===== src/sv/qalu_pkg.sv =====
// ----------------------------------------------------------------------------
// qalu_pkg
// Shared types and constants for the saturating fixed-point quaternion ALU.
// ----------------------------------------------------------------------------
package qalu_pkg;

    // component format
    localparam int COMP_WIDTH = 16;
    localparam int FRAC_BITS  = 12;

    // internal widths
    localparam int PROD_W = 2 * COMP_WIDTH;
    localparam int SUM_W  = PROD_W + 2;
    localparam int LIN_W  = COMP_WIDTH + 1;

    typedef logic signed [COMP_WIDTH-1:0] comp_t;
    typedef logic signed [LIN_W-1:0]      lin_t;
    typedef logic signed [PROD_W-1:0]     prod_t;
    typedef logic signed [SUM_W-1:0]      sum_t;

    // operation codes
    typedef enum logic [1:0] {
        FUNC_ADD  = 2'd0,
        FUNC_SUB  = 2'd1,
        FUNC_MUL  = 2'd2,
        FUNC_CONJ = 2'd3
    } func_t;

    // component limits
    localparam comp_t COMP_HI = {1'b0, {(COMP_WIDTH-1){1'b1}}};
    localparam comp_t COMP_LO = {1'b1, {(COMP_WIDTH-1){1'b0}}};
    localparam sum_t  SAT_HI  = sum_t'(COMP_HI);
    localparam sum_t  SAT_LO  = sum_t'(COMP_LO);

    // half an lsb of the result, for round to nearest
    localparam sum_t ROUND_HALF = sum_t'(64'sd1 <<< (FRAC_BITS - 1));

    // request payload
    typedef struct packed {
        func_t func;
        comp_t a_x;
        comp_t a_y;
        comp_t a_z;
        comp_t a_w;
        comp_t b_x;
        comp_t b_y;
        comp_t b_z;
        comp_t b_w;
    } req_t;

    // result payload
    typedef struct packed {
        comp_t r_x;
        comp_t r_y;
        comp_t r_z;
        comp_t r_w;
        logic  overflow;
    } res_t;

    // four partial products of one product component
    typedef struct packed {
        prod_t p0;
        prod_t p1;
        prod_t p2;
        prod_t p3;
    } term4_t;

    // after the multiply stage
    typedef struct packed {
        func_t  func;
        lin_t   lin_x;
        lin_t   lin_y;
        lin_t   lin_z;
        lin_t   lin_w;
        term4_t t_x;
        term4_t t_y;
        term4_t t_z;
        term4_t t_w;
    } s1_t;

    // after the sum stage
    typedef struct packed {
        func_t func;
        lin_t  lin_x;
        lin_t  lin_y;
        lin_t  lin_z;
        lin_t  lin_w;
        sum_t  sum_x;
        sum_t  sum_y;
        sum_t  sum_z;
        sum_t  sum_w;
    } s2_t;

endpackage


===== src/sv/qalu_sum.sv =====
// ----------------------------------------------------------------------------
// qalu_sum
// Stage 2: exact signed sum of the four partial products of each product
// component, plus half an lsb for rounding, registered.
// ----------------------------------------------------------------------------
module qalu_sum (
    input  logic            clk,
    input  logic            rst_n,
    input  logic            in_valid,
    output logic            in_ready,
    input  qalu_pkg::s1_t   in_data,
    output logic            out_valid,
    input  logic            out_ready,
    output qalu_pkg::s2_t   out_data
);
    import qalu_pkg::*;

    logic valid_reg;
    s2_t  data_reg;
    s2_t  data_next;

    assign in_ready  = !valid_reg || out_ready;
    assign out_valid = valid_reg;
    assign out_data  = data_reg;

    // signed sums, cross term subtracted for the vector part
    always_comb
    begin
        data_next.func  = in_data.func;
        data_next.lin_x = in_data.lin_x;
        data_next.lin_y = in_data.lin_y;
        data_next.lin_z = in_data.lin_z;
        data_next.lin_w = in_data.lin_w;

        data_next.sum_x = sum_t'(in_data.t_x.p0) + sum_t'(in_data.t_x.p1)
                        + sum_t'(in_data.t_x.p2) - sum_t'(in_data.t_x.p3) + ROUND_HALF;
        data_next.sum_y = sum_t'(in_data.t_y.p0) + sum_t'(in_data.t_y.p1)
                        + sum_t'(in_data.t_y.p2) - sum_t'(in_data.t_y.p3) + ROUND_HALF;
        data_next.sum_z = sum_t'(in_data.t_z.p0) + sum_t'(in_data.t_z.p1)
                        + sum_t'(in_data.t_z.p2) - sum_t'(in_data.t_z.p3) + ROUND_HALF;
        // scalar part: a_w*b_w minus the dot product
        data_next.sum_w = sum_t'(in_data.t_w.p0) - sum_t'(in_data.t_w.p1)
                        - sum_t'(in_data.t_w.p2) - sum_t'(in_data.t_w.p3) + ROUND_HALF;
    end

    // stage valid
    always_ff @(posedge clk or negedge rst_n)
    begin
        if (!rst_n)
        begin
            valid_reg <= 1'b0;
        end
        else if (in_ready)
        begin
            valid_reg <= in_valid;
        end
    end

    // stage data
    always_ff @(posedge clk)
    begin
        if (in_valid && in_ready)
        begin
            data_reg <= data_next;
        end
    end

endmodule


===== config.mk =====
export PLATFORM = sky130hd
export DESIGN_NAME = qalu_sum
export DESIGN_NICKNAME = d
export VERILOG_FILES = /design/src/sv/qalu_pkg.sv /design/src/sv/qalu_sum.sv
export SDC_FILE = /design/constraint.sdc
export NUM_CORES = 1
export LEC_CHECK = 0
export BUFFER_PORTS_ARGS = -buffer_cell sky130_fd_sc_hd__buf_2
export CORE_AREA = 2 2 307 309
export CTS_CLUSTER_SIZE = 8
export DETAILED_ROUTE_END_ITERATION = 10
export DIE_AREA = 0 0 309 311
export HOLD_SLACK_MARGIN = 0.05
export MAX_ROUTING_LAYER = met4
export PLACE_DENSITY_LB_ADDON = 0.25
export SLEW_MARGIN = 20
export SYNTH_ARGS = -nofsm -noshare
export SYNTH_HDL_FRONTEND = slang
export SYNTH_SLANG_ARGS = --single-unit

===== constraint.sdc =====
create_clock -name clk -period 6.7 [get_ports clk]
set_input_delay 0.335 -clock clk [delete_from_list [all_inputs] [get_ports clk]]
set_output_delay 0.335 -clock clk [all_outputs]
set_load 0.1 [all_outputs]

* Word level (Yosys, flattened, before mapping)
Index checks and enable logic that the tools add are counted.
** Operators by class
- Add/subtract/negate cells :: 16
- Reductions and logical operators :: 3
** Operator list (count)
- 34-bit by 13-bit adder with 34-bit output, second input constant :: 4
- 34-bit by 32-bit subtractor with 34-bit output :: 4
- 33-bit by 32-bit adder with 34-bit output :: 3
- 32-bit by 32-bit adder with 33-bit output :: 3
- 33-bit by 32-bit subtractor with 34-bit output :: 1
- 32-bit by 32-bit subtractor with 33-bit output :: 1
- 1-bit logical AND :: 1
- 1-bit logical NOT :: 1
- 1-bit logical OR :: 1
** Storage, ports and cells
- Register bits after elaboration :: 207

* Logic depth before layout (Yosys ltp)
- Depth after elaboration :: 4
- Gate-level depth with buffers :: 18
- Gate-level depth less buffers :: 18

* Worst setup path before layout
No wires, ideal clock.
- Path type :: reg2reg
- From :: register valid_reg, in the netlist out_valid
- To :: register data_reg, in the netlist out_data[0], enable pin
- Slack :: -344 ps
- Path buffers :: 0
- Stages on the path, launching flop included :: 3
- Data arrival time :: 6454 ps
- Path through :: dfrtp_1 > nand2b_1 > and2_1
** On the way
- Longest elaborated chain between the ends :: 3
** Ends and longest elaborated chain
- start, declared :: RTL line qalu_sum.sv:18 : logic valid_reg;
- start signal, assigned :: RTL line qalu_sum.sv:55 : valid_reg <= in_valid;
- 1-bit logical NOT :: RTL line qalu_sum.sv:22 : assign in_ready = !valid_reg || out_ready;
- 1-bit logical OR :: RTL line qalu_sum.sv:22
- via in_ready :: RTL line qalu_sum.sv:10 : output logic in_ready,
- 1-bit logical AND :: RTL line qalu_sum.sv:62 : if (in_valid && in_ready)
- end signal, assigned :: RTL line qalu_sum.sv:64 : data_reg <= data_next;
- end, declared :: RTL line qalu_sum.sv:19 : s2_t data_reg;
The timed path passes the listed nets, and every way through them passes these cells.
A chain may end at the register's enable or synchronous reset.

==> summary.md <==
| Metric | Value |
|---|---|
| Critical Path Start | `in_data[129]` |
| Total chip power | `12.09 mW` |
| Global routing usage on met1 | `0.1668` |
| Syn-to-layout area delta | `35.66%` |
| Minimum clock period | `4.830 ns` |
| Synthesized cell area | `20570 sq um` |
| Slack of the worst reg-to-reg path | `4.35 ns` |
| Number of buffers on the longest clock path | `3` |
| Proportion of power drawn by combinational gates | `0.670` |
| Hold violation count in the final report | `0` |
| Top cell type by total area after synthesis | `sky130_fd_sc_hd__edfxtp_1` |
| Arrival @ worst endpoint | `5.11 ns` |
| Half-perimeter wire length after detailed placement | `60220 microns` |
| Slowest CP cell | `sky130_fd_sc_hd__a2111oi_1` |
| Die outline width | `309 microns` |
| Remaining routing DRC violations | `0` |
| Clock network power share | `0.148` |
| Sequential-to-total area share from yosys stat | `0.3019` |
| Number of placement rows | `112` |
| Total CTS buffers | `36` |
| Clock insertion delay at the later pin of the skew report | `0.56 ns` |
| Post-synth cell types | `70` |
| DR vias | `16430` |
| Slew Viols, Final | `0` |
| Internal cell power | `5.549 mW` |
| Portion of synthesized cell area occupied by the leading cell type | `0.3007` |
| Reg2Reg Depth | `3` |
| Startpoint of the worst-slack reg-to-reg timing path | `out_valid$_DFFE_PN0N_` |
| Met2 Resource Use GR | `0.2520` |
| Effective utilization at floorplan | `0.2218` |
| Worst path depth | `17` |
| Worst-Margin Slew | `1.272 ns` |
| Grt peak-use layer | `met2` |
| Count of antenna-violating nets left after detailed routing | `0` |
| Count of nets after finishing | `3765` |
| CP startpoint kind | `primary input` |
| Clock-pin slew reported for the worst setup and hold paths after clock tree synthesis | `0.05 ns` |
| Power per Cell Area | `433.4 nW/um^2` |
| Clk sink count | `207` |
| Peak clock frequency supported by timing | `207.0 MHz` |
| CP dominant cell by count | `sky130_fd_sc_hd__fa_1` |
| EDFF count, synth | `206` |
| Detailed Route Iter0 Violations | `821` |
| Pre-CTS setup slack | `1.400 ns` |
| Largest net degree at the start of global routing | `107` |
| Die H | `311 microns` |
| Endpoint kind of the worst setup timing path | `register` |
| DIE AREA | `96100 sq um` |
| Total Routed Length | `70570 microns` |
| Via count of the first global-routing pass | `17650` |
| Share of total power in sequential cells | `0.182` |
| Setup violators final | `0` |
| FF-to-FF End | `out_data[51]$_DFFE_PP_` |
| Leak | `13.60 nW` |
| Synthesized area per cell | `11.63 sq um` |
| Vias per cell | `4.177` |
| Final Skew | `0.01618 ns` |
| Post-DP Area | `26060 sq um` |
| Number of antenna violations at the first check in global routing | `8` |
| Non-filler instance count after layout | `3934` |
| Post-route setup slack | `1.870 ns` |
| Met3 global-route usage | `0.04066` |
| Hold Crit Class | `in -> reg` |
| Ratio of cells with drive above 1 in the final layout | `0.3204` |
| Wire length per cell | `17.94 microns` |
| Global route total overflow | `0` |
| Number of top-level pins | `794` |
| IR Drop Worst-Case VDD | `0.2078 mV` |
| RSZ-0062 raised after global routing | `no` |
| Switch share | `0.5412` |
| Top cells by instance count after synthesis | `309 x sky130_fd_sc_hd__inv_1, 268 x sky130_fd_sc_hd__ha_1, 256 x sky130_fd_sc_hd__fa_1` |
| Async set-reset flop share out of synthesis | `0.004831` |
| Net switching power | `6.546 mW` |
| Post-synthesis register bit count | `207` |
| Number of maximum-capacitance violations | `0` |
| Count of fill cells added during filler insertion | `9777` |
| Worst path required time | `6.98 ns` |
| Normalized max-slew margin | `0.1298` |
| Maximum fanout along the worst path | `4` |
| Core footprint | `92770 sq um` |
| Number of warning messages in the yosys log | `0` |
| Setup bufs post-CTS | `0` |
| Post-route design area | `27910 sq um` |
| Sum Neg Setup Slack | `0 ns` |
| Nets in the synthesized netlist | `2879` |
| Final RePlAce weighted congestion | `0.8663` |
| Top delay family on crit path | `compound AO/OA/AOI/OAI gates` |
| Delay of the slowest cell on the worst path | `0.86 ns` |
| Count of TritonRoute iterations in the first routing pass | `5` |
| CTS tree | `yes` |
| First-pass GRT wire length | `104100 microns` |
| Area contributors post-synth | `sky130_fd_sc_hd__edfxtp_1 30%, sky130_fd_sc_hd__fa_1 25%, sky130_fd_sc_hd__ha_1 16%` |
| Ratio of final minimum period to clock period | `0.7209` |
| Buffers plus inverters on the worst setup path | `3` |
| Kind of critical path | `in -> reg` |
| Capture point of the worst path | `out_data[65]$_DFFE_PP_` |
| Main synth FF type | `sky130_fd_sc_hd__edfxtp_1` |
| Series of cell instances along the critical path | `buf_2 > inv_1 > fa_1 > fa_1 > ha_1 > ha_1 > inv_1 > fa_1 > nand2b_1 > a2111oi_1 > o221ai_1 > o211a_1 > o211ai_2 > a31oi_1 > o21ai_1 > a21oi_1 > xnor2_1` |
| Cell count after synthesis | `1769` |
| Number of placed instances with taps included | `3796` |
| Htree depth | `2` |
| Root Driver | `sky130_fd_sc_hd__clkbuf_16` |
| Run status | `complete, no violations` |
| Buffers on Ports | `793` |
| Most repeated cell in the gate-level netlist after synthesis | `sky130_fd_sc_hd__inv_1` |
| Global Route Usage Sum | `0.1477` |
state kept, by name (all words and copies together) (netlist names):
signal	flops
out_data	206
out_valid	1
worst min-delay path by stage:
stage / start / end / slack, ns / depth (start not counted)
2_1_floorplan: rst_n / out_valid$_DFFE_PN0N_ / 0.04 / 0
3_3_place_gp: rst_n / out_valid$_DFFE_PN0N_ / 0.11 / 1
3_5_place_dp: rst_n / out_valid$_DFFE_PN0N_ / 0.11 / 1
4_1_cts: out_ready / out_valid$_DFFE_PN0N_ / 0.05 / 3
5_1_grt: out_ready / out_valid$_DFFE_PN0N_ / 0.1 / 3
6_report: out_ready / out_valid$_DFFE_PN0N_ / 0.12 / 3
worst register-to-register path: stages (launching register included):
cell                       delay (ns)
sky130_fd_sc_hd__dfrtp_1         0.36
sky130_fd_sc_hd__nand2b_1        0.11
sky130_fd_sc_hd__and2_4          0.55
sky130_fd_sc_hd__buf_4           0.84
cells in the final DEF (no fill, tap or decap), types with 12 or more instances in the layout:
cell                            count
sky130_fd_sc_hd__nor2_1            47
sky130_fd_sc_hd__clkbuf_16         36
sky130_fd_sc_hd__a21o_1            78
sky130_fd_sc_hd__a21oi_1          107
sky130_fd_sc_hd__edfxtp_1         206
sky130_fd_sc_hd__ha_1             268
sky130_fd_sc_hd__o21ai_1           14
sky130_fd_sc_hd__nand2b_1          14
sky130_fd_sc_hd__nand3_1           18
sky130_fd_sc_hd__xor2_1            33
sky130_fd_sc_hd__fa_1             256
sky130_fd_sc_hd__xnor2_1           91
sky130_fd_sc_hd__a211oi_1          12
sky130_fd_sc_hd__nand4_1           15
sky130_fd_sc_hd__buf_2            793
sky130_fd_sc_hd__o21bai_1          17
sky130_fd_sc_hd__inv_1            309
sky130_fd_sc_hd__dlygate4sd3_1     75
sky130_fd_sc_hd__nor3_1            14
sky130_fd_sc_hd__o21ai_0           46
sky130_fd_sc_hd__nand2_1           54
routing by layer:
layer  wire, microns  part of all wire
met3            5473             0.078
met5               0                 0
met2           34960              0.50
met4            2103             0.030
met1           28040              0.40
cell type report:
class / instances / area, sq um / share of cell area
repair buffers: 871 / 4755 / 0.1704
inverters: 309 / 1160 / 0.04156
clock buffers: 42 / 923.4 / 0.03309
multi-input cells: 1230 / 13120 / 0.4700
clock inverters: 13 / 153.9 / 0.005514
flip-flops and latches: 207 / 6211 / 0.2225
diodes: 8 / 20.02 / 0.0007173
well taps: 1254 / 1569 / 0.05622
power groups by stage:
stage / clock network [mW] / logic, mW / registers, mW
3_5_place_dp: 0 / 8.09 / 2.22
6_report: 1.79 / 8.11 / 2.20
4_1_cts: 1.88 / 8.17 / 2.21
3_3_place_gp: 0 / 8.13 / 2.22
5_1_grt: 1.92 / 8.77 / 2.24
2_1_floorplan: 0 / 3.49 / 4.93
metrics by stage:
step	utilization	hold WS (ns)
2_1_floorplan	-	0.03941
3_3_place_gp	0.2809	0.1120
3_5_place_dp	0.2809	0.1132
4_1_cts	0.3006	0.05426
5_1_grt	0.3008	0.09604
6_report	0.3008	0.1183
what timing repair did:
| action | 4_1_cts | 5_1_grt |
|---|---|---|
| hold buffers | 75 | 0 |
| gates resized for setup | 0 | 0 |
| endpoints found under the hold margin | 74 | 0 |
logic make-up (layout without fill, tap and decap cells):
group	count (synthesis)	in the layout	synth area share
compound gates	375	375	0.1230
other cells	0	8	0
buf+inv	332	1235	0.06058
fa+ha+maj	524	524	0.4121
flops	207	207	0.3019
simple gates	207	207	0.04963
xor+xnor	124	124	0.05279
No activity file was read; power rests on OpenSTA's default activity.
