### config.mk
export PLATFORM = sky130hd
export DESIGN_NAME = qalu_sat
export DESIGN_NICKNAME = d
export VERILOG_FILES = /design/src/sv/qalu_pkg.sv /design/src/sv/qalu_sat.sv
export SDC_FILE = /design/constraint.sdc
export NUM_CORES = 1
export LEC_CHECK = 0
export ABC_AREA = 1
export BUFFER_PORTS_ARGS = -buffer_cell sky130_fd_sc_hd__buf_2
export CORE_MARGIN = 10
export CORE_UTILIZATION = 37
export DETAILED_ROUTE_END_ITERATION = 6
export PLACE_DENSITY = 0.78
export SLEW_MARGIN = 5
export SYNTH_ARGS = -nofsm -noshare
export SYNTH_HDL_FRONTEND = slang
export SYNTH_SLANG_ARGS = --single-unit
### constraint.sdc
create_clock -name clk -period 4.2 [get_ports clk]
set_input_delay 0.21 -clock clk [delete_from_list [all_inputs] [get_ports clk]]
set_output_delay 0.21 -clock clk [all_outputs]
set_load 0.02 [all_outputs]
### src/sv/qalu_pkg.sv
// ----------------------------------------------------------------------------
// qalu_pkg
// Shared types and constants for the saturating fixed-point quaternion ALU.
// ----------------------------------------------------------------------------
package qalu_pkg;

    // component format
    localparam int COMP_WIDTH = 16;
    localparam int FRAC_BITS  = 12;

    // internal widths
    localparam int PROD_W = 2 * COMP_WIDTH;
    localparam int SUM_W  = PROD_W + 2;
    localparam int LIN_W  = COMP_WIDTH + 1;

    typedef logic signed [COMP_WIDTH-1:0] comp_t;
    typedef logic signed [LIN_W-1:0]      lin_t;
    typedef logic signed [PROD_W-1:0]     prod_t;
    typedef logic signed [SUM_W-1:0]      sum_t;

    // operation codes
    typedef enum logic [1:0] {
        FUNC_ADD  = 2'd0,
        FUNC_SUB  = 2'd1,
        FUNC_MUL  = 2'd2,
        FUNC_CONJ = 2'd3
    } func_t;

    // component limits
    localparam comp_t COMP_HI = {1'b0, {(COMP_WIDTH-1){1'b1}}};
    localparam comp_t COMP_LO = {1'b1, {(COMP_WIDTH-1){1'b0}}};
    localparam sum_t  SAT_HI  = sum_t'(COMP_HI);
    localparam sum_t  SAT_LO  = sum_t'(COMP_LO);

    // half an lsb of the result, for round to nearest
    localparam sum_t ROUND_HALF = sum_t'(64'sd1 <<< (FRAC_BITS - 1));

    // request payload
    typedef struct packed {
        func_t func;
        comp_t a_x;
        comp_t a_y;
        comp_t a_z;
        comp_t a_w;
        comp_t b_x;
        comp_t b_y;
        comp_t b_z;
        comp_t b_w;
    } req_t;

    // result payload
    typedef struct packed {
        comp_t r_x;
        comp_t r_y;
        comp_t r_z;
        comp_t r_w;
        logic  overflow;
    } res_t;

    // four partial products of one product component
    typedef struct packed {
        prod_t p0;
        prod_t p1;
        prod_t p2;
        prod_t p3;
    } term4_t;

    // after the multiply stage
    typedef struct packed {
        func_t  func;
        lin_t   lin_x;
        lin_t   lin_y;
        lin_t   lin_z;
        lin_t   lin_w;
        term4_t t_x;
        term4_t t_y;
        term4_t t_z;
        term4_t t_w;
    } s1_t;

    // after the sum stage
    typedef struct packed {
        func_t func;
        lin_t  lin_x;
        lin_t  lin_y;
        lin_t  lin_z;
        lin_t  lin_w;
        sum_t  sum_x;
        sum_t  sum_y;
        sum_t  sum_z;
        sum_t  sum_w;
    } s2_t;

endpackage

### src/sv/qalu_sat.sv
// ----------------------------------------------------------------------------
// qalu_sat
// Stage 3: drops the fraction bits of the product sums, picks the result
// for the operation, clamps each component and flags saturation.
// ----------------------------------------------------------------------------
module qalu_sat (
    input  logic            clk,
    input  logic            rst_n,
    input  logic            in_valid,
    output logic            in_ready,
    input  qalu_pkg::s2_t   in_data,
    output logic            out_valid,
    input  logic            out_ready,
    output qalu_pkg::res_t  out_data
);
    import qalu_pkg::*;

    typedef struct packed {
        comp_t value;
        logic  hit;
    } sat_t;

    logic valid_reg;
    res_t data_reg;
    res_t data_next;
    sum_t pre_x;
    sum_t pre_y;
    sum_t pre_z;
    sum_t pre_w;
    sat_t sat_x;
    sat_t sat_y;
    sat_t sat_z;
    sat_t sat_w;

    // clamp to the component range
    function automatic sat_t saturate(input sum_t v);
        sat_t r;
        if (v > SAT_HI)
        begin
            r.value = COMP_HI;
            r.hit   = 1'b1;
        end
        else if (v < SAT_LO)
        begin
            r.value = COMP_LO;
            r.hit   = 1'b1;
        end
        else
        begin
            r.value = v[COMP_WIDTH-1:0];
            r.hit   = 1'b0;
        end
        return r;
    endfunction

    assign in_ready  = !valid_reg || out_ready;
    assign out_valid = valid_reg;
    assign out_data  = data_reg;

    // result before clamping
    always_comb
    begin
        case (in_data.func)
            FUNC_MUL:
            begin
                pre_x = in_data.sum_x >>> FRAC_BITS;
                pre_y = in_data.sum_y >>> FRAC_BITS;
                pre_z = in_data.sum_z >>> FRAC_BITS;
                pre_w = in_data.sum_w >>> FRAC_BITS;
            end
            default:
            begin
                pre_x = sum_t'(in_data.lin_x);
                pre_y = sum_t'(in_data.lin_y);
                pre_z = sum_t'(in_data.lin_z);
                pre_w = sum_t'(in_data.lin_w);
            end
        endcase
    end

    // clamp and flag
    always_comb
    begin
        sat_x = saturate(pre_x);
        sat_y = saturate(pre_y);
        sat_z = saturate(pre_z);
        sat_w = saturate(pre_w);
        data_next.r_x      = sat_x.value;
        data_next.r_y      = sat_y.value;
        data_next.r_z      = sat_z.value;
        data_next.r_w      = sat_w.value;
        data_next.overflow = sat_x.hit | sat_y.hit | sat_z.hit | sat_w.hit;
    end

    // output valid
    always_ff @(posedge clk or negedge rst_n)
    begin
        if (!rst_n)
        begin
            valid_reg <= 1'b0;
        end
        else if (in_ready)
        begin
            valid_reg <= in_valid;
        end
    end

    // output data
    always_ff @(posedge clk)
    begin
        if (in_valid && in_ready)
        begin
            data_reg <= data_next;
        end
    end

endmodule
Yosys cells after proc, flatten, opt, wreduce, memory -nomap -nowiden
Index checks and enable logic that the tools add are counted.
- input port bits: 210
- logic and storage cells: 33
- flip-flop bits (word level): 66
- output and inout port bits: 67
- multiplexer cells: 12
- order comparisons: 8
- reductions and logical operators: 3
- equal/unequal tests: 1
- bitwise gates (word level): 3
- operators with widths (kind ; count):
    greater-than comparator 34 x 16 -> 1 bit (second input constant) ; 4
    less-than comparator 34 x 16 -> 1 bit (second input constant) ; 4
    2-to-1 mux 34 bit ; 4
    2-to-1 mux 17 bit ; 4
    2-to-1 mux 1 bit ; 4
    bitwise OR 1 bit ; 3
    equality test 2 bit (second input constant) ; 1
    logical AND 1 bit ; 1
    logical NOT 1 bit ; 1
    logical OR 1 bit ; 1

Depth between registers and ports, before layout
Gate-level depths: netlist (run 1).
- depth after elaboration: 8
- depth in mapped cells: 11

Worst setup path after synthesis (run 1)
No wires, ideal clock.
- path type: register to register
- start: register valid_reg (netlist: out_valid)
- end: register data_reg (netlist bit out_data[0]) (enable)
- library setup time: 510 ps
- setup slack: 19 ps
- data arrival time: 3671 ps
- path buffers: 0
- stages on the path, launching flop included: 2
- path through: dfrtp_1 -> a21oi_1
- longest elaborated chain between the ends: 3
- ends and longest elaborated chain (item ; line ; RTL):
    start, declared ; qalu_sat.sv:23 ; logic valid_reg;
    start signal, assigned ; qalu_sat.sv:104 ; valid_reg <= in_valid;
    logical NOT 1 bit ; qalu_sat.sv:56 ; assign in_ready = !valid_reg || out_ready;
    logical OR 1 bit ; qalu_sat.sv:56 ;
    logical AND 1 bit ; qalu_sat.sv:111 ; if (in_valid && in_ready)
    end signal, assigned ; qalu_sat.sv:113 ; data_reg <= data_next;
    end, declared ; qalu_sat.sv:24 ; res_t data_reg;
Every way passes these cells.
A chain may end at the register's enable or synchronous reset.

==> reports/qor.yml, run 1 <==
grt:
  track_usage: 0.1584
  grt_first_pass_wirelength_mm: 18.58
  grt_max_degree: 66
  vias_in_the_first_global_route: 3749
  globalRouteOverflowTotal: 0
  grt_antenna_before_repair: 0
sta:
  maxSlewViolCount: 0
  totalNegativeSetupSlack_ns: 0
  finalSetupViolations: 0
  grt_setup_unrepaired: "false"
  timing.max_slew.rel_slack: 0.4488
  layout_setup_ws_ns: 1.978
  whs_ns: 0.1083
  fmax_ghz: 0.4501
  finalCriticalPeriod_ns: 2.222
  tightest_slew_ns: 0.8268
  clock-skew-final_ns: 0.005819
  timing.final.crit_share: 0.5289
  timing_hold_violations_final: 0
floorplanning:
  design.portCount: 277
  core_region_area_um2: 9774
  placementRows: 36
  floorplan.die.width_um: 120.3
  die_y_um: 120.3
  design.die.area_um2: 14460
  initial_utilization: 0.3806
job:
  max_capacitance_violation_count: 0
setup_path:
  startpoint_of_the_most_critical_register_to_register_path: "out_valid"
  worstSetupStartpoint: "in_data[205]"
  critical_path_class: "input pin to flop"
  required_ns: 4.30
  critPathArrivalTime_ns: 2.32
  critical_path.max_fanout: 42
  startpoint_type: "input pin"
  endpoint_kind: "flop"
layout:
  area_delta_synth_final_pct: 38.45
  leading_cell_type_in_the_layout_fill_and_taps_excluded: "sky130_fd_sc_hd__buf_2"
  n_fill_cell: 965
  drive_above_1_share: 0.4449
  nNetsFinal: 868
  n_antenna_cell: 0
  mostFrequentLayoutCells: "sky130_fd_sc_hd__buf_2 (228), sky130_fd_sc_hd__nand2_1 (222), sky130_fd_sc_hd__edfxtp_1 (65), sky130_fd_sc_hd__or2_2 (30), sky130_fd_sc_hd__o211ai_1 (30)"
routing:
  postRouteAntennaNets: 0
  viasPerCell: 4.612
  wirelength_mm: 12.03
  detailedRoute.firstPassIterationCount: 6
  detail_route.iter0.violations: 152
  post-route-drc-count: 0
  route.vias.total: 3671
  route.detailed.wl_per_inst_um: 15.12
power:
  irDropWorstVdd_mv: 0.1741
  powerDensity_nw_per_um2: 351.4
  total_leakage_power_nw: 2.571
yosys:
  sequential_element_share_of_the_synthesized_area: 0.5314
  synthesis.yosys.warnings: 0
  synth.top_cells.by_area: "sky130_fd_sc_hd__edfxtp_1 (52%), sky130_fd_sc_hd__nand2_1 (23%), sky130_fd_sc_hd__o211ai_1 (6.1%), sky130_fd_sc_hd__or2_2 (5.0%), sky130_fd_sc_hd__nand3_1 (2.0%)"
  mappedNetlistArea_um2: 3720
  synth_cells: 439
  synthDistinctLibCells: 22
  syn-num-nets: 649
  netlist.area_leader.share: 0.5247
  postSynthAreaPerCell_um2: 8.473
  ys_ff_latch: 66
  cell_accounting_for_the_most_synthesized_area: "sky130_fd_sc_hd__edfxtp_1"
hold_path:
  min_from: "in_valid"
  holdCritPathClass: "input pin to flop"
clocking:
  tritoncts_clock_tree: "built"
  clock-root-buffer: "sky130_fd_sc_hd__clkbuf_8"
  tritoncts.num_buffers: 9
  clock_tree.htree_level_count: 3
  cts.repair_timing.setup_buffer_count: 0
  cts.clk_slew.worst_paths_ns: 0.07
  cts_resized: 0
  clkSinkCount: 66
  worstSkewPairLatency_ns: 0.34
  clk_path_buf_depth: 2
place:
  placement.io_buffers: 228
  preCtsSetupSlack_ns: 1.616
  dp_hpwl_mm: 9.519
  gpl.final_weighted_congestion: 0.8070
run_status:
  run_status: "complete, no violations"
## Yosys cell counts
cell type,n
sky130_fd_sc_hd__nand2_1,223
sky130_fd_sc_hd__edfxtp_1,65
sky130_fd_sc_hd__o211ai_1,30
sky130_fd_sc_hd__or2_2,30
sky130_fd_sc_hd__inv_1,15
sky130_fd_sc_hd__nand3_1,15
sky130_fd_sc_hd__nand2_2,10
sky130_fd_sc_hd__nor2_1,10
sky130_fd_sc_hd__clkbuf_1,8
sky130_fd_sc_hd__buf_2,6
sky130_fd_sc_hd__o21ai_0,6
sky130_fd_sc_hd__buf_6,5
sky130_fd_sc_hd__buf_4,4
sky130_fd_sc_hd__inv_2,2
sky130_fd_sc_hd__o21ai_1,2
sky130_fd_sc_hd__o21ai_2,2
sky130_fd_sc_hd__a21oi_1,1
sky130_fd_sc_hd__buf_1,1
sky130_fd_sc_hd__dfrtp_1,1
sky130_fd_sc_hd__nor2_4,1
sky130_fd_sc_hd__o21bai_2,1
sky130_fd_sc_hd__o21bai_4,1
## path summary, 6_finish.rpt
check | to | slack, ns | cells after the start
max | out_data[0] | 1.98 | 11
min | out_valid | 0.11 | 3
max reg2reg | out_data[16] | 2.56 | 2
min reg2reg | out_valid | 0.60 | 2
max in group asynchronous | out_valid | 3.95 | 2
min in group asynchronous | out_valid | 0.17 | 2
## state kept, by name, summed over array words and instances, names as in the netlist
signal and count:
out_data 65, out_valid 1
## through the flow
step	instances	area, um^2	total power [mW]	util
final	796	5150	1.810	0.5269
after global routing	796	5150	1.910	0.5269
after CTS	796	5150	1.836	0.5269
after detailed placement	779	4913	1.239	0.5027
after global placement	779	4913	1.225	0.5027
after floorplan	439	3720	1.083	-
## per-layer routing
layer	wire [um]	track usage
met1	4815	0.1729
met2	5950	0.2737
met3	1044	0.05584
met4	222	0.06712
met5	0	0
## power by group
group	leakage [nW]	internal (mW)	total (mW)	switching, mW
combinational	1.84	0.158	0.412	0.255
clock	0.116	0.356	0.589	0.233
sequential	0.615	0.796	0.808	0.0118
total	2.57	1.31	1.81	0.500
## cell type report
class	count	area, um^2	share of cell area
sequential	66	1977	0.3839
multi-input combinational	332	1543	0.2996
tap	133	166.4	0.03231
inverter	17	63.81	0.01239
timing repair buffer	232	1174	0.2279
clock inverter	1	30.03	0.005831
clock buffer	15	196.4	0.03814
## cells by family after synthesis
group | after synthesis | share of synthesized area
AOI/OAI and AO/OA | 43 | 0.08544
buffers and inverters | 41 | 0.05752
and+or+nand+nor | 289 | 0.3256
DFF | 66 | 0.5314
## timing repair
action                                  4_1_cts  5_1_grt
endpoints found under the setup margin        0        0
hold buffers                                  1        0
hold endpoints to repair                      1        0
## worst max-delay path, cell delays in order
cell and delay, ns:
sky130_fd_sc_hd__buf_2 0.15, sky130_fd_sc_hd__inv_2 0.06, sky130_fd_sc_hd__nor2_4 0.56, sky130_fd_sc_hd__buf_4 0.45, sky130_fd_sc_hd__nand2_1 0.10, sky130_fd_sc_hd__nand2_1 0.10
sky130_fd_sc_hd__nand3_1 0.10, sky130_fd_sc_hd__nand2_2 0.27, sky130_fd_sc_hd__nand2_1 0.11, sky130_fd_sc_hd__nor2_1 0.11, sky130_fd_sc_hd__nand2_1 0.05
Note: power is estimated with default switching activity, not from simulation.
==> run 2, diff against run 1 <==
--- a/config.mk
+++ b/config.mk
@@ -8,9 +8,9 @@
 export ABC_AREA = 1
 export BUFFER_PORTS_ARGS = -buffer_cell sky130_fd_sc_hd__buf_2
 export CORE_MARGIN = 10
-export CORE_UTILIZATION = 37
+export CORE_UTILIZATION = 40
 export DETAILED_ROUTE_END_ITERATION = 6
-export PLACE_DENSITY = 0.78
+export PLACE_DENSITY = 0.8
 export SLEW_MARGIN = 5
 export SYNTH_ARGS = -nofsm -noshare
 export SYNTH_HDL_FRONTEND = slang
==> constraint.sdc (replaced) <==
create_clock -name clk -period 2.2 [get_ports clk]
set_input_delay 0.11 -clock clk [delete_from_list [all_inputs] [get_ports clk]]
set_output_delay 0.11 -clock clk [all_outputs]
set_load 0.02 [all_outputs]
==> run 2 against run 1 <==
Net effect:
- via count increased by 1.2%
- register-to-register slack got worse by 1.7 ns
- total power increased by 82%
- sequential share of layout area increased by 0.30 points
- flip-flop and latch count unchanged
- critical path depth decreased by 1
- setup slack got worse by 1.3 ns
- utilization increased by 3.1 points
- critical path type unchanged
- critical endpoint is now out_data[5]
- highest routed layer unchanged
==> reports/qor.yml, run 2 (synthesis results as in run 1) <==
run_status:
  run_status: "complete, no violations"
clocking:
  cts.clk_slew.worst_paths_ns: 0.07  # about the same
  clkSinkCount: 66  # unchanged
  clock_tree.htree_level_count: 3  # unchanged
  cts_resized: 0  # unchanged
  tritoncts_clock_tree: "built"
  clk_path_buf_depth: 2  # unchanged
  tritoncts.num_buffers: 9  # unchanged
  worstSkewPairLatency_ns: 0.34  # about the same
  clock-root-buffer: "sky130_fd_sc_hd__clkbuf_8"
floorplanning:
  die_y_um: 116.4  # -3.2%
  initial_utilization: 0.4064  # +0.02586
  placementRows: 35  # -2.8%
  floorplan.die.width_um: 116.4  # -3.2%
  core_region_area_um2: 9153  # -6.4%
  design.die.area_um2: 13560  # -6.3%
  design.portCount: 277  # unchanged
hold_path:
  hold_depth: 3  # unchanged
  holdCritPathClass: "input pin to flop"
  min_from: "in_valid"
  worstHoldEndpoint: "out_valid"
layout:
  n_antenna_cell: 0  # unchanged
  largest_register_ff_count: 65  # unchanged
  drive_above_1_share: 0.4451  # about the same
  nNetsFinal: 872  # +0.46%
  leading_cell_type_in_the_layout_fill_and_taps_excluded: "sky130_fd_sc_hd__buf_2"
  fin_area_um2: 5110  # -0.78%
  area_delta_synth_final_pct: 37.37
  mostFrequentLayoutCells: "sky130_fd_sc_hd__buf_2 (228), sky130_fd_sc_hd__nand2_1 (222), sky130_fd_sc_hd__edfxtp_1 (65), sky130_fd_sc_hd__or2_2 (30), sky130_fd_sc_hd__o211ai_1 (30)"
grt:
  grt_max_degree: 66  # unchanged
  track_usage: 0.1668  # +0.008475
  globalRouteOverflowTotal: 0  # unchanged
  grt_antenna_before_repair: 0  # unchanged
  grt_first_pass_wirelength_mm: 18.01  # -3.1%
  vias_in_the_first_global_route: 3816  # +1.8%
job:
  max_capacitance_violation_count: 0  # unchanged
place:
  dp_hpwl_mm: 9.590  # +0.75%
  post_dp_cell_area_um2: 4928  # +0.31%
  placement.io_buffers: 228  # unchanged
  gpl.final_weighted_congestion: 0.7942  # -1.6%
power:
  irDropWorstVdd_mv: 0.2711  # +56%
  powerDensity_nw_per_um2: 643.2  # +83%
  total_leakage_power_nw: 2.568  # -0.12%
setup_path:
  endpoint_kind: "flop"
  critical_path_class: "input pin to flop"
  r2r_end: "out_data[3]"
  critical_path.max_fanout: 33  # -21%
  cp_slowest_stage_delay_ns: 0.34  # -0.22 ns
  crit_path_frequent_cell: "sky130_fd_sc_hd__buf_4"
  timing.reg2reg.worst_path_depth: 2  # unchanged
  critPathArrivalTime_ns: 1.57  # -0.75 ns
  crit_path_cells: "buf_2 > inv_2 > nor2_4 > buf_4 > o21ai_0 > nand3_1 > nand2_2 > buf_4 > o211ai_1 > nand2_1"
  startpoint_type: "input pin"
  regToRegSetupSlack_ns: 0.91  # -1.65 ns
  startpoint_of_the_most_critical_register_to_register_path: "out_valid"
  required_ns: 2.27  # -2.03 ns
  worstSetupStartpoint: "in_data[205]"
  cpMaxStageDelayCell: "sky130_fd_sc_hd__buf_4"
sta:
  fmax_ghz: 0.6665
  timing_hold_violations_final: 0  # unchanged
  timing.max_slew.rel_slack: 0.7347  # +0.2859
  finalCriticalPeriod_ns: 1.500
  finalSetupViolations: 0  # unchanged
  maxSlewViolCount: 0  # unchanged
  tightest_slew_ns: 0.3969  # -0.4299 ns
  totalNegativeSetupSlack_ns: 0  # unchanged
  grt_setup_unrepaired: "false"
  clock-skew-final_ns: 0.005542  # -0.0002770 ns
  timing.final.crit_share: 0.6820
  whs_ns: 0.01226  # -0.09601 ns
routing:
  route.vias.total: 3714  # +1.2%
  post-route-drc-count: 0  # unchanged
  viasPerCell: 4.786  # +3.8%
  wirelength_mm: 11.81  # -1.9%
  postRouteAntennaNets: 0  # unchanged
  detailedRoute.firstPassIterationCount: 4  # -2
  route.detailed.wl_per_inst_um: 15.22  # +0.68%
  detail_route.iter0.violations: 185  # +22%
-- run 2: cell types whose count changed in the layout (fill, tap and decap cells not counted), sizes merged --
cell / before / now
clkinv: 0 / 4
buf: 231 / 235
clkbuf: 15 / 9
-- run 2: timing repair --
action | in CTS | in global routing
endpoints found under the hold margin | 1 | 0
hold buffers | 1 | 0
buffers inserted | 0 | 0
-- run 2: worst max path at each step --
stage	to	cells past startpoint
finish	out_data[5]	10
global route	out_data[5]	10
CTS	out_data[5]	10
detailed placement	out_data[5]	10
global placement	out_data[8]	10
floorplan	out_data[0]	1
-- run 2: critical path: cells and delay by family --
kind	cells	cell delay, ns
buf+inv	4	0.74
simple gates	4	0.49
compound gates	2	0.23
-- run 2: cell type report --
cell class                 count  area (um^2)
clock buffer                   9        123.9
inverter                      17        63.81
tap                          111        138.9
fill                         832         4043
multi-input combinational    332         1543
timing repair buffer         236         1216
sequential                    66         1977
clock inverter                 5        47.55
-- run 2: where the power goes --
| part | switching (mW) | total (mW) | internal [mW] | leakage (nW) |
|---|---|---|---|---|
| logic | 0.486 | 0.797 | 0.311 | 1.86 |
| registers | 0.0226 | 1.54 | 1.52 | 0.615 |
| clock network | 0.450 | 0.949 | 0.499 | 0.0898 |
| total | 0.958 | 3.29 | 2.33 | 2.57 |
-- run 2: routing by layer --
layer	routed length, um	share of wire	GRT usage	vias up
met1	4470	0.38	0.1769	1654
met3	1330	0.11	0.06626	20
met5	0	0	0	-
met4	267	0.023	0.06255	0
li1	-	-	-	1883
met2	5740	0.49	0.2919	157
-- run 2: per-stage QoR --
step	power, mW	instances	utilization	setup WS [ns]
3_5_place_dp	2.375	761	0.5385	0.3302
2_1_floorplan	2.064	439	-	0.1625
4_1_cts	3.321	776	0.5583	0.7015
3_3_place_gp	2.348	761	0.5385	0.4151
5_1_grt	3.467	776	0.5583	0.5671
6_report	3.287	776	0.5583	0.6997
